## src/rtl/cpbs_pkg.sv

```systemverilog
package cpbs_pkg;

  localparam int unsigned SyncZeroRun   = 16;
  localparam logic [4:0]  SyncGroupsMax = 5'd16;
  localparam logic [4:0]  SyncGroupsRst = 5'd13;
  localparam logic [6:0]  SyncTail      = 7'h73;
  localparam logic [3:0]  SyncTailLast  = 4'd6;
  localparam logic [3:0]  ByteBitLast   = 4'd7;
  localparam logic [3:0]  ZeroRunLast   = 4'(SyncZeroRun - 1);

  typedef struct packed {
    logic [7:0] data_byte;
    logic       first;
    logic       last;
  } in_word_t;

  typedef struct packed {
    logic [7:0] out_byte;
    logic       run_end;
  } out_word_t;

  typedef enum logic [2:0] {
    SRC_ONE,
    SRC_ZERO,
    SRC_TAIL,
    SRC_DATA,
    SRC_SUM
  } bit_src_t;

  typedef struct packed {
    logic       load;
    logic       push;
    bit_src_t   src;
    logic [2:0] idx;
    logic       flush;
  } cmd_t;

  typedef struct packed {
    logic push_ok;
    logic flush_done;
    logic held_valid;
  } status_t;

endpackage

```

## src/rtl/cpbs_dpath.sv

```systemverilog
module cpbs_dpath (
  input  logic                 clk,
  input  logic                 rst_n,
  input  cpbs_pkg::in_word_t   in_word,
  input  cpbs_pkg::cmd_t       cmd,
  output cpbs_pkg::status_t    st,
  output logic                 out_valid,
  input  logic                 out_stall,
  output cpbs_pkg::out_word_t  out_word
);

  logic [7:0] data_r,     data_nxt;
  logic [7:0] sum_r,      sum_nxt;
  logic [6:0] shift_r,    shift_nxt;
  logic [2:0] count_r,    count_nxt;
  logic [7:0] held_r,     held_nxt;
  logic       held_vld_r, held_vld_nxt;
  logic       out_vld_r,  out_vld_nxt;
  cpbs_pkg::out_word_t out_r, out_nxt;

  logic       out_free;
  logic       bit_val;
  logic [7:0] joined;

  assign out_free = !out_vld_r || !out_stall;
  assign joined   = {shift_r, bit_val};

  always_comb begin
    case (cmd.src)
      cpbs_pkg::SRC_ONE:  bit_val = 1'b1;
      cpbs_pkg::SRC_ZERO: bit_val = 1'b0;
      cpbs_pkg::SRC_TAIL: bit_val = cpbs_pkg::SyncTail[cmd.idx];
      cpbs_pkg::SRC_DATA: bit_val = data_r[cmd.idx];
      cpbs_pkg::SRC_SUM:  bit_val = sum_r[cmd.idx];
      default:            bit_val = 1'b0;
    endcase
  end

  always_comb begin
    data_nxt     = data_r;
    sum_nxt      = sum_r;
    shift_nxt    = shift_r;
    count_nxt    = count_r;
    held_nxt     = held_r;
    held_vld_nxt = held_vld_r;
    out_nxt      = out_r;
    out_vld_nxt  = out_vld_r && out_stall;

    if (cmd.load) begin
      data_nxt = in_word.data_byte;
      sum_nxt  = (in_word.first ? 8'd0 : sum_r) + in_word.data_byte;
    end

    if (cmd.push) begin
      if (count_r == 3'd7) begin
        shift_nxt    = '0;
        count_nxt    = '0;
        held_nxt     = joined;
        held_vld_nxt = 1'b1;
        if (held_vld_r) begin
          out_nxt.out_byte = held_r;
          out_nxt.run_end  = 1'b0;
          out_vld_nxt      = 1'b1;
        end
      end else begin
        shift_nxt = joined[6:0];
        count_nxt = count_r + 3'd1;
      end
    end

    if (cmd.flush && held_vld_r && out_free) begin
      out_nxt.out_byte = held_r;
      out_nxt.run_end  = 1'b1;
      out_vld_nxt      = 1'b1;
      held_vld_nxt     = 1'b0;
    end
  end

  always_ff @(posedge clk) begin
    data_r  <= data_nxt;
    held_r  <= held_nxt;
    out_r   <= out_nxt;
    if (!rst_n) begin
      sum_r      <= '0;
      shift_r    <= '0;
      count_r    <= '0;
      held_vld_r <= 1'b0;
      out_vld_r  <= 1'b0;
    end else begin
      sum_r      <= sum_nxt;
      shift_r    <= shift_nxt;
      count_r    <= count_nxt;
      held_vld_r <= held_vld_nxt;
      out_vld_r  <= out_vld_nxt;
    end
  end

  assign st.push_ok    = !held_vld_r || out_free;
  assign st.flush_done = !held_vld_r || out_free;
  assign st.held_valid = held_vld_r;
  assign out_valid     = out_vld_r;
  assign out_word      = out_r;

endmodule

```

## src/rtl/cpbs_ctrl.sv

```systemverilog
module cpbs_ctrl (
  input  logic               clk,
  input  logic               rst_n,
  input  logic               cfg_wr_en,
  input  logic [4:0]         cfg_wr_data,
  input  logic               in_valid,
  output logic               in_stall,
  input  cpbs_pkg::in_word_t in_word,
  input  cpbs_pkg::status_t  st,
  output cpbs_pkg::cmd_t     cmd
);

  typedef enum logic [2:0] {
    S_IDLE,
    S_HDR_ONE,
    S_HDR_ZERO,
    S_TAIL,
    S_DATA,
    S_SUM,
    S_ZERO,
    S_FLUSH
  } state_t;

  state_t     state_r, state_nxt;
  logic [4:0] groups_r, groups_nxt;
  logic [4:0] grp_r,    grp_nxt;
  logic [3:0] cnt_r,    cnt_nxt;
  logic       last_r,   last_nxt;
  logic [4:0] grp_init;

  assign grp_init = (groups_r > cpbs_pkg::SyncGroupsMax) ? cpbs_pkg::SyncGroupsMax : groups_r;
  assign in_stall = (state_r != S_IDLE);

  always_comb begin
    state_nxt  = state_r;
    groups_nxt = cfg_wr_en ? cfg_wr_data : groups_r;
    grp_nxt    = grp_r;
    cnt_nxt    = cnt_r;
    last_nxt   = last_r;
    cmd.load   = 1'b0;
    cmd.push   = 1'b0;
    cmd.src    = cpbs_pkg::SRC_ZERO;
    cmd.idx    = cnt_r[2:0];
    cmd.flush  = 1'b0;

    case (state_r)
      S_IDLE: begin
        if (in_valid) begin
          cmd.load = 1'b1;
          last_nxt = in_word.last;
          if (!in_word.first) begin
            state_nxt = S_DATA;
            cnt_nxt   = cpbs_pkg::ByteBitLast;
          end else if (grp_init != 5'd0) begin
            state_nxt = S_HDR_ONE;
            grp_nxt   = grp_init;
          end else begin
            state_nxt = S_TAIL;
            cnt_nxt   = cpbs_pkg::SyncTailLast;
          end
        end
      end
      S_HDR_ONE: begin
        cmd.src  = cpbs_pkg::SRC_ONE;
        cmd.push = st.push_ok;
        if (st.push_ok) begin
          state_nxt = S_HDR_ZERO;
          cnt_nxt   = cpbs_pkg::ZeroRunLast;
        end
      end
      S_HDR_ZERO: begin
        cmd.src  = cpbs_pkg::SRC_ZERO;
        cmd.push = st.push_ok;
        if (st.push_ok) begin
          cnt_nxt = cnt_r - 4'd1;
          if (cnt_r == 4'd0) begin
            grp_nxt = grp_r - 5'd1;
            if (grp_r == 5'd1) begin
              state_nxt = S_TAIL;
              cnt_nxt   = cpbs_pkg::SyncTailLast;
            end else begin
              state_nxt = S_HDR_ONE;
            end
          end
        end
      end
      S_TAIL: begin
        cmd.src  = cpbs_pkg::SRC_TAIL;
        cmd.push = st.push_ok;
        if (st.push_ok) begin
          cnt_nxt = cnt_r - 4'd1;
          if (cnt_r == 4'd0) begin
            state_nxt = S_DATA;
            cnt_nxt   = cpbs_pkg::ByteBitLast;
          end
        end
      end
      S_DATA: begin
        cmd.src  = cpbs_pkg::SRC_DATA;
        cmd.push = st.push_ok;
        if (st.push_ok) begin
          cnt_nxt = cnt_r - 4'd1;
          if (cnt_r == 4'd0) begin
            state_nxt = last_r ? S_SUM : S_FLUSH;
            cnt_nxt   = cpbs_pkg::ByteBitLast;
          end
        end
      end
      S_SUM: begin
        cmd.src  = cpbs_pkg::SRC_SUM;
        cmd.push = st.push_ok;
        if (st.push_ok) begin
          cnt_nxt = cnt_r - 4'd1;
          if (cnt_r == 4'd0) begin
            state_nxt = S_ZERO;
            cnt_nxt   = cpbs_pkg::ByteBitLast;
          end
        end
      end
      S_ZERO: begin
        cmd.src  = cpbs_pkg::SRC_ZERO;
        cmd.push = st.push_ok;
        if (st.push_ok) begin
          cnt_nxt = cnt_r - 4'd1;
          if (cnt_r == 4'd0) begin
            state_nxt = S_FLUSH;
          end
        end
      end
      S_FLUSH: begin
        cmd.flush = 1'b1;
        if (st.flush_done) begin
          state_nxt = S_IDLE;
        end
      end
      default: begin
        state_nxt = S_IDLE;
      end
    endcase
  end

  always_ff @(posedge clk) begin
    grp_r  <= grp_nxt;
    cnt_r  <= cnt_nxt;
    last_r <= last_nxt;
    if (!rst_n) begin
      state_r  <= S_IDLE;
      groups_r <= cpbs_pkg::SyncGroupsRst;
    end else begin
      state_r  <= state_nxt;
      groups_r <= groups_nxt;
    end
  end

endmodule

```

## src/rtl/cassette_packet_bit_serializer_unit.sv

```systemverilog
// Packs payload words into a cassette bitstream, eight stream bits per output word.
// Input channel in_valid/in_stall/in_word: one payload byte with first and last marks.
// A first word is preceded by the sync header (cfg groups of a one and sixteen zeros,
// then 1110011) and restarts the checksum; a last word is followed by the checksum
// and eight zero bits. Output channel out_valid/out_stall/out_word carries each
// completed stream byte, earliest bit in the MSB; run_end marks the final byte an
// input word causes. Bits short of a full byte stay pending for the next word.
// Config: cfg_wr_en/cfg_wr_data set the group count (above sixteen saturates to sixteen).
// Throughput: one stream bit per cycle from a single shifter, unless the output stalls;
// a new word is taken only after the previous one has been serialized and flushed.
// in_stall is high while a word is being serialized. A stalled output holds its word;
// the shifter waits while one completed byte is already held behind it.
// Synchronous reset clears the pending bits, checksum, output and sets groups to 13.
module cassette_packet_bit_serializer_unit (
  input  logic                clk,
  input  logic                rst_n,
  input  logic                cfg_wr_en,
  input  logic [4:0]          cfg_wr_data,
  input  logic                in_valid,
  output logic                in_stall,
  input  cpbs_pkg::in_word_t  in_word,
  output logic                out_valid,
  input  logic                out_stall,
  output cpbs_pkg::out_word_t out_word
);

  cpbs_pkg::cmd_t    cmd;
  cpbs_pkg::status_t st;

  cpbs_ctrl u_ctrl (
    .clk         (clk),
    .rst_n       (rst_n),
    .cfg_wr_en   (cfg_wr_en),
    .cfg_wr_data (cfg_wr_data),
    .in_valid    (in_valid),
    .in_stall    (in_stall),
    .in_word     (in_word),
    .st          (st),
    .cmd         (cmd)
  );

  cpbs_dpath u_dpath (
    .clk       (clk),
    .rst_n     (rst_n),
    .in_word   (in_word),
    .cmd       (cmd),
    .st        (st),
    .out_valid (out_valid),
    .out_stall (out_stall),
    .out_word  (out_word)
  );

`ifndef SYNTHESIS
  a_idle_no_held: assert property (@(posedge clk) disable iff (!rst_n)
    !in_stall |-> !st.held_valid)
    else $error("held byte left over while idle");

  a_accept_busy: assert property (@(posedge clk) disable iff (!rst_n)
    in_valid && !in_stall |=> in_stall)
    else $error("accepted word did not start serializing");

  a_push_ok: assert property (@(posedge clk) disable iff (!rst_n)
    cmd.push |-> st.push_ok)
    else $error("bit pushed while held byte cannot move");

  a_no_overlap: assert property (@(posedge clk) disable iff (!rst_n)
    cmd.load |-> !cmd.push && !cmd.flush)
    else $error("load overlaps shift or flush");
`endif

endmodule

```

## config.mk

```make
export PLATFORM = sky130hd
export DESIGN_NAME = cassette_packet_bit_serializer_unit
export DESIGN_NICKNAME = d
export VERILOG_FILES = /design/src/rtl/cpbs_pkg.sv /design/src/rtl/cpbs_dpath.sv /design/src/rtl/cpbs_ctrl.sv /design/src/rtl/cassette_packet_bit_serializer_unit.sv
export SDC_FILE = /design/constraint.sdc
export NUM_CORES = 1
export LEC_CHECK = 0
export BUFFER_PORTS_ARGS = -buffer_cell sky130_fd_sc_hd__buf_2
export CAP_MARGIN = 0
export CORE_ASPECT_RATIO = 0.9
export CORE_MARGIN = 3
export CORE_UTILIZATION = 44
export CTS_CLUSTER_SIZE = 10
export DETAILED_ROUTE_END_ITERATION = 7
export GPL_TIMING_DRIVEN = 0
export MAX_ROUTING_LAYER = met4
export PLACE_DENSITY = 0.68
export RECOVER_POWER = 100
export SLEW_MARGIN = 0
export SYNTH_ARGS = -nofsm -noshare
export SYNTH_HDL_FRONTEND = slang
export SYNTH_SLANG_ARGS = --single-unit
```

## constraint.sdc

```tcl
create_clock -name clk -period 2.2 [get_ports clk]
set_input_delay 0.11 -clock clk [delete_from_list [all_inputs] [get_ports clk]]
set_output_delay 0.11 -clock clk [all_outputs]
set_load 0.03 [all_outputs]
```

# Yosys cells after proc, flatten, opt, wreduce, memory -nomap -nowiden
# Memory sizes are Yosys's and may differ from the RTL's. A register that Yosys moved wholly into a read port is not among the register bits.
# Index checks and enable logic that the tools add are counted.
[totals]
reg_bits = 63
mem_bits_ro = 8
inputBits = 20
output_inout_bits = 11
n_memories = 1
[classes]
addsub = 4
magnitude_cmp = 2
n_eq_ne = 29
muxes = 58
bitwise = 1
reduce_logical = 28
[mem_list]
columns = ["name", "depth", "width", "read_ports", "rd_clocked_by_memory_dff", "write_ports", "line_no", "rtl"]
rows = [
  ["(no name shown)", 8, 1, 1, 1, 0, "cpbs_dpath.sv:32", "cpbs_pkg::SRC_TAIL: bit_val = cpbs_pkg::SyncTail[cmd.idx];"],
]
[ops]
columns = ["cell", "count"]
rows = [
  ["3-bit two-way mux", 16],
  ["4-bit two-way mux", 10],
  ["4-bit case mux with 5 select lines", 2],
  ["9-bit two-way mux", 4],
  ["5-bit two-way mux", 6],
  ["3-bit case mux with 8 select lines", 1],
  ["3-bit equality test, second input constant", 6],
  ["2-bit != test, second input constant", 9],
  ["2-bit by 1-bit != test with 1-bit output, second input constant", 7],
  ["13-bit AND reduction", 1],
  ["3-bit by 2-bit equality test with 1-bit output, second input constant", 4],
  ["1-bit two-way mux", 10],
  ["5-bit case mux with 2 select lines", 1],
  ["5-bit nonzero test", 2],
  ["8-bit adder", 1],
  ["8-bit two-way mux", 1],
  ["2-bit nonzero test", 4],
  ["7-bit two-way mux", 1],
  ["7-bit AND reduction", 1],
  ["1-bit binary-select mux with 3-bit select", 2],
  ["3-bit logical NOT", 2],
  ["2-bit two-way mux", 3],
  ["3-bit AND reduction", 2],
  ["6-bit AND reduction", 1],
  ["18 further kinds", 25],
]

# Depth between registers and ports, before layout
[depth]
word_depth = 8
ltp_mapped = 10
ltp_nobuf = 9

# Cells and area by module
# A second synthesis with hierarchy kept.
[unflattened]
hier_cells = 318
area_unflattened_um2 = 3335.7
[by_module_without_submodules]
columns = ["module", "n_inst", "cells_per_inst", "area_per_inst_um2", "seq_area_each_um2"]
rows = [
  ["cpbs_dpath", 1, 187, 2152.1, 1141.1],
  ["cpbs_ctrl", 1, 131, 1183.6, 460.4],
]

# Least setup slack after synthesis
# No wires, ideal clock.
[synth_path]
path_type = "register to register"
startpoint = "reg u_ctrl.cnt_r[0]"
endpoint = "reg u_ctrl.grp_r[0] (enable)"
arrival_ps = 1645
setup_slack_ps = 181
stages_incl_launch_ff = 8
n_path_buf = 1
cell_sequence = "edfxtp_1 > buf_4 > inv_1 > ha_1 > or3b_2 > nor2_1 > nand3_1 > o21ai_0"
[synth_via]
elab_chain_len = 3
[synth_lines]
columns = ["item", "line_no", "rtl"]
rows = [
  ["start, declared", "cpbs_ctrl.sv:27", "logic [3:0] cnt_r, cnt_nxt;"],
  ["start signal, assigned", "cpbs_ctrl.sv:144", "cnt_r <= cnt_nxt;"],
  ["4-bit logical NOT", "cpbs_ctrl.sv:76", "if (cnt_r == 4'd0) begin"],
  ["2-bit by 1-bit != test with 1-bit output (no line)", "--", ""],
  ["6-bit AND reduction (no line)", "--", ""],
  ["end signal, assigned", "cpbs_ctrl.sv:143", "grp_r <= grp_nxt;"],
  ["end, declared", "cpbs_ctrl.sv:26", "logic [4:0] grp_r, grp_nxt;"],
]
# No other way between the ends.
# A chain may end at the register's enable or synchronous reset.

# Worst setup path in the final report
[layout_path]
startpoint = "reg u_dpath.out_vld_r, in the netlist u_dpath.out_valid"
endpoint = "reg u_dpath.out_r (netlist bit u_dpath.out_word[1]) (enable)"
[layout_via]
elab_chain_len = 6
word_cells_on_any_way = 9
cone_classes = "1 x mux; 8 x reduce/logical"
[layout_lines]
columns = ["item", "line_no", "rtl"]
rows = [
  ["start, declared", "cpbs_dpath.sv:18", "logic out_vld_r, out_vld_nxt;"],
  ["start signal, assigned", "cpbs_dpath.sv:94", "out_vld_r <= out_vld_nxt;"],
  ["1-bit logical NOT (*)", "cpbs_dpath.sv:25", "assign out_free = !out_vld_r || !out_stall;"],
  ["1-bit logical OR (*)", "cpbs_dpath.sv:25", ""],
  ["1-bit logical OR", "cpbs_dpath.sv:98", "assign st.push_ok = !held_vld_r || out_free;"],
  ["4-bit case mux with 5 select lines", "cpbs_ctrl.sv:46", "case (state_r)"],
  ["2-bit nonzero test (no line)", "--", ""],
  ["3-bit AND reduction (no line) (*)", "--", ""],
  ["end signal, assigned", "cpbs_dpath.sv:82", "out_r <= out_nxt;"],
  ["end, declared", "cpbs_dpath.sv:19", "cpbs_pkg::out_word_t out_r, out_nxt;"],
]
# Every way passes the cells marked *; elsewhere a longest branch is shown, timed or not.

==> parameters.txt <==
Parameter                              Value

Logic synthesis
  Yosys warning total ... 0
  Instance count of the mapped netlist ... approximately 330
  Post-synth design cell area ... 3306 sq um
  Nets in the synthesized netlist ... 360
  Most frequently used cell type in the post-synthesis netlist ... sky130_fd_sc_hd__edfxtp_1
  Mean cell area of the mapped netlist ... roughly 10 sq um
  Number of unique standard cell types used by synthesis ... 57
  Ys flop type ... sky130_fd_sc_hd__edfxtp_1
  Cell accounting for the most synthesized area ... sky130_fd_sc_hd__edfxtp_1
  Share of cell area taken by muxes after synthesis ... 5.110%
  Largest family of logic cells by synthesized area ... simple AND/OR/NAND/NOR gates
  Flip-flop and latch count after synthesis ... 64
  Simple-gate share of the synthesized area ... ~20%
  Xor-xnor portion of the synthesized cell area ... under 10%
  Share of the yosys chip area belonging to registers ... about half
  Fraction of the mapped netlist area in compound gates ... between 10% and 20%
  Fraction of the mapped netlist area in adder cells ... under 10%
  Share of the synthesized area in the top cell type ... a little under a third
  Synth area leaders ... sky130_fd_sc_hd__edfxtp_1, sky130_fd_sc_hd__dfxtp_1, sky130_fd_sc_hd__ha_1, sky130_fd_sc_hd__nor2_1, sky130_fd_sc_hd__nor2b_1
  Number of enable flip-flop cells after synthesis ... 34
  Share of synthesized registers carrying an async set or reset ... 0%
  Most instantiated cells after synthesis ... sky130_fd_sc_hd__edfxtp_1, sky130_fd_sc_hd__dfxtp_1, sky130_fd_sc_hd__nor2_1, sky130_fd_sc_hd__nand2_1, sky130_fd_sc_hd__a21oi_1

Route
  1st-pass router iterations ... 4
  Total vias in the final route ... 2518
  DRT Wirelength ... 6.783 mm
  Number of vias per cell after detailed routing ... between 5 and 6
  Number of nets still failing antenna checks after routing ... 0
  Post-detailed-route wirelength per cell ... 14.25 um
  Number of DRC markers in iteration 0 ... 130
  Post-route DRC violation count ... 0

STA
  Fin Clk Skew ... roughly 0.0094 ns
  Total setup violations reported at the end of the flow ... 0
  Setup repair after global routing missed its margin ... no
  Worst slew slack as a fraction of its limit ... roughly 62%
  Final setup margin ... about 0.12 ns
  Fin. Hold Viols ... 0
  Share of the clock period used by the worst path after layout ... around 94%
  Final critical path time including I/O delays and setup ... just over 2 ns
  Total negative setup slack ... 0 ns
  Max Transition Viols Final ... 0
  Fmax ... roughly 480 MHz
  Min Hold Slack ... approximately 0.012 ns
  Pin slew with the least headroom to its limit ... roughly 0.56 ns

Floorplan
  Count of pins on the block boundary ... 31
  Area of the die ... roughly 8600 sq um
  Die Y-Extent ... 88.23 um
  # rows ... 29
  Starting density of the core ... 46.01%
  Die width ... about 100 um
  Core Region ... ~7000 sq um

Final layout
  Final-stage net count ... 411
  Area growth, synth to finish ... 17.83%
  Layout cell share with drive strength beyond 1 ... ~14%
  # diodes ... 0
  Post-route cell area ... a little under 4000 sq um

Clock network
  Root cell of the clock tree ... sky130_fd_sc_hd__clkbuf_8
  Insertion delay to the later sink of the worst-skew pair ... 0.34 ns
  TritonCTS buffer count ... 9
  Number of buffers inserted by post-CTS setup repair ... 0
  Clock tree from TritonCTS ... yes
  Number of H-tree levels ... 3
  Clock-pin slew reported for the worst setup and hold paths after clock tree synthesis ... roughly 0.080 ns
  Clk sinks ... 64
  Maximum buffer depth of the clock tree ... 2

Critical path
  Register-to-register setup slack ... about 0.12 ns
  CP Capture Type ... flop
  Crit path max fanout ... 10
  Startpoint of the most critical register-to-register path ... u_dpath.out_valid
  Data arrival time of the critical path ... about 2.1 ns
  Critical path data required time ... between 2 and 2.5 ns
  Setup crit start kind ... flop
  R2R cell count ... 7
  Category of the critical setup timing path ... flop to flop
  Capture point of the worst reg-to-reg path ... u_dpath.out_word[1]

Place
  Port bufs ... 29
  Detail Placement HPWL ... around 5 mm
  Cell Area, Placed ... between 3000 and 4000 sq um
  Pre-CTS setup slack ... -0.2557 ns
  Final Wtd Congestion ... ~0.82

Power
  Final total power ... ~0.0039 W
  Worst IR Drop VDD ... about 330 uV
  Static power due to leakage ... approximately 1.5 nW
  Power density normalized to cell area ... 995.2 nW/um^2

Worst hold path
  Min-Delay Path Class ... input port to flop
  Startpoint of the tightest hold check path ... cfg_wr_data[4]
  End of the worst hold path ... u_ctrl.groups_r[4]
  Number of cells on the worst hold path ... 3

GRT
  Initial antenna violation count ... 0
  GRT overflow ... 0
  Overall global routing resource usage ... between 10% and 20%
  Via count of the first global-routing pass ... roughly 2500
  Pin count of the biggest net entering global routing ... 17
  Global-route wire length before repair ... 11.54 mm

Outcome
  Result of the run ... finished clean

Run
  MaxCap Viol Count ... 0
==> stage by stage <==
stage / cells / util (%)
2_1_floorplan: 327 / -
3_3_place_gp: 449 / 49.65
3_5_place_dp: 449 / 49.65
4_1_cts: 476 / 54.39
5_1_grt: 476 / 54.21
6_report: 476 / 54.21
==> kinds of logic (layout without fill, tap and decap cells) <==
family / Yosys count / in the layout
XOR/XNOR: 6 / 6
AO/OA/AOI/OAI: 71 / 71
flip-flops: 64 / 64
AND/OR/NAND/NOR: 126 / 126
adder cells (fa/ha/maj): 13 / 13
buffers and inverters: 34 / 90
multiplexers: 13 / 13
==> flip-flops by register name, summed over array words and instances, names as in the netlist, named ones only <==
signal and cells:
u_ctrl.last_r 1, u_ctrl.state_r 3, u_dpath.data_r 8, u_ctrl.groups_r 5
u_dpath.out_valid 1, u_dpath.shift_r 7, u_dpath.held_r 8, u_dpath.count_r 3
u_dpath.held_vld_r 1, u_ctrl.grp_r 5, u_ctrl.cnt_r 4, u_dpath.out_word 9
u_dpath.sum_r 8
==> worst max path at each step <==
stage                            startpoint                   to  slack, ns  cells after the start
after floorplan             u_ctrl.cnt_r[0]      u_ctrl.grp_r[0]       0.18                      7
after global placement           in_word[1]     u_dpath.sum_r[7]      -0.20                      9
after detailed placement         in_word[1]     u_dpath.sum_r[7]      -0.26                      9
after CTS                   u_ctrl.cnt_r[0]      u_ctrl.cnt_r[0]       0.06                      7
after global routing      u_dpath.out_valid  u_dpath.out_word[1]      0.004                      7
final                     u_dpath.out_valid  u_dpath.out_word[1]       0.12                      7
==> layer usage <==
metal | wire, um | global-route usage (%) | vias up
met5 | 0 | - | -
met4 | 118 | 6.792 | 0
met3 | 267 | 2.679 | 10
met2 | 3195 | 29.37 | 50
met1 | 3201 | 20.78 | 1173
li1 | - | - | 1285
==> worst max-delay path, cell delays in order, from the launching register on <==
cell and delay [ns]:
sky130_fd_sc_hd__dfxtp_1 0.34, sky130_fd_sc_hd__and3_1 0.18, sky130_fd_sc_hd__clkbuf_1 0.21, sky130_fd_sc_hd__nor3_4 0.32, sky130_fd_sc_hd__nand3_1 0.15, sky130_fd_sc_hd__and2_1 0.19, sky130_fd_sc_hd__buf_6 0.13, sky130_fd_sc_hd__inv_1 0.23
==> repair_timing <==
item | in CTS | in global routing
hold endpoints to repair | 11 | 0
hold buffers | 11 | 0
pin swaps | 0 | 2
setup endpoints to repair | 7 | 15
gates resized for setup | 3 | 11
==> placed cells by master, fill, tap and decap left out, types with 4 or more instances in the layout <==
cell type and instances:
sky130_fd_sc_hd__edfxtp_1 34, sky130_fd_sc_hd__dfxtp_1 30, sky130_fd_sc_hd__nor2_1 29, sky130_fd_sc_hd__nand2_1 27
sky130_fd_sc_hd__clkbuf_1 27, sky130_fd_sc_hd__a21oi_1 19, sky130_fd_sc_hd__nor2b_1 17, sky130_fd_sc_hd__buf_2 15
sky130_fd_sc_hd__o21ai_0 15, sky130_fd_sc_hd__inv_1 14, sky130_fd_sc_hd__ha_1 11, sky130_fd_sc_hd__dlygate4sd3_1 11
sky130_fd_sc_hd__nor3_1 10, sky130_fd_sc_hd__and3_1 9, sky130_fd_sc_hd__mux2i_1 9, sky130_fd_sc_hd__clkbuf_8 9
sky130_fd_sc_hd__nand3_1 6, sky130_fd_sc_hd__a211oi_1 5, sky130_fd_sc_hd__nand3b_1 5, sky130_fd_sc_hd__buf_6 4
sky130_fd_sc_hd__or3_1 4, sky130_fd_sc_hd__o211ai_1 4
==> layout make-up <==
cell class | count | area, sq um
repair buffers | 40 | 232.7
plain buffers | 19 | 108.9
flip-flops and latches | 64 | 1622
well taps | 93 | 116.4
clock buffers | 9 | 123.9
inverters | 15 | 56.30
multi-input cells | 229 | 1533
fillers | 658 | 3289
clock inverters | 7 | 102.6
==> power by group <==
group | switching [W] | internal (W)
Combinational | 0.000692 | 0.000485
Clock | 0.000483 | 0.000649
Sequential | 0.000109 | 0.00146
Total | 0.00128 | 0.00259
Power figures use the tool's default switching activity.
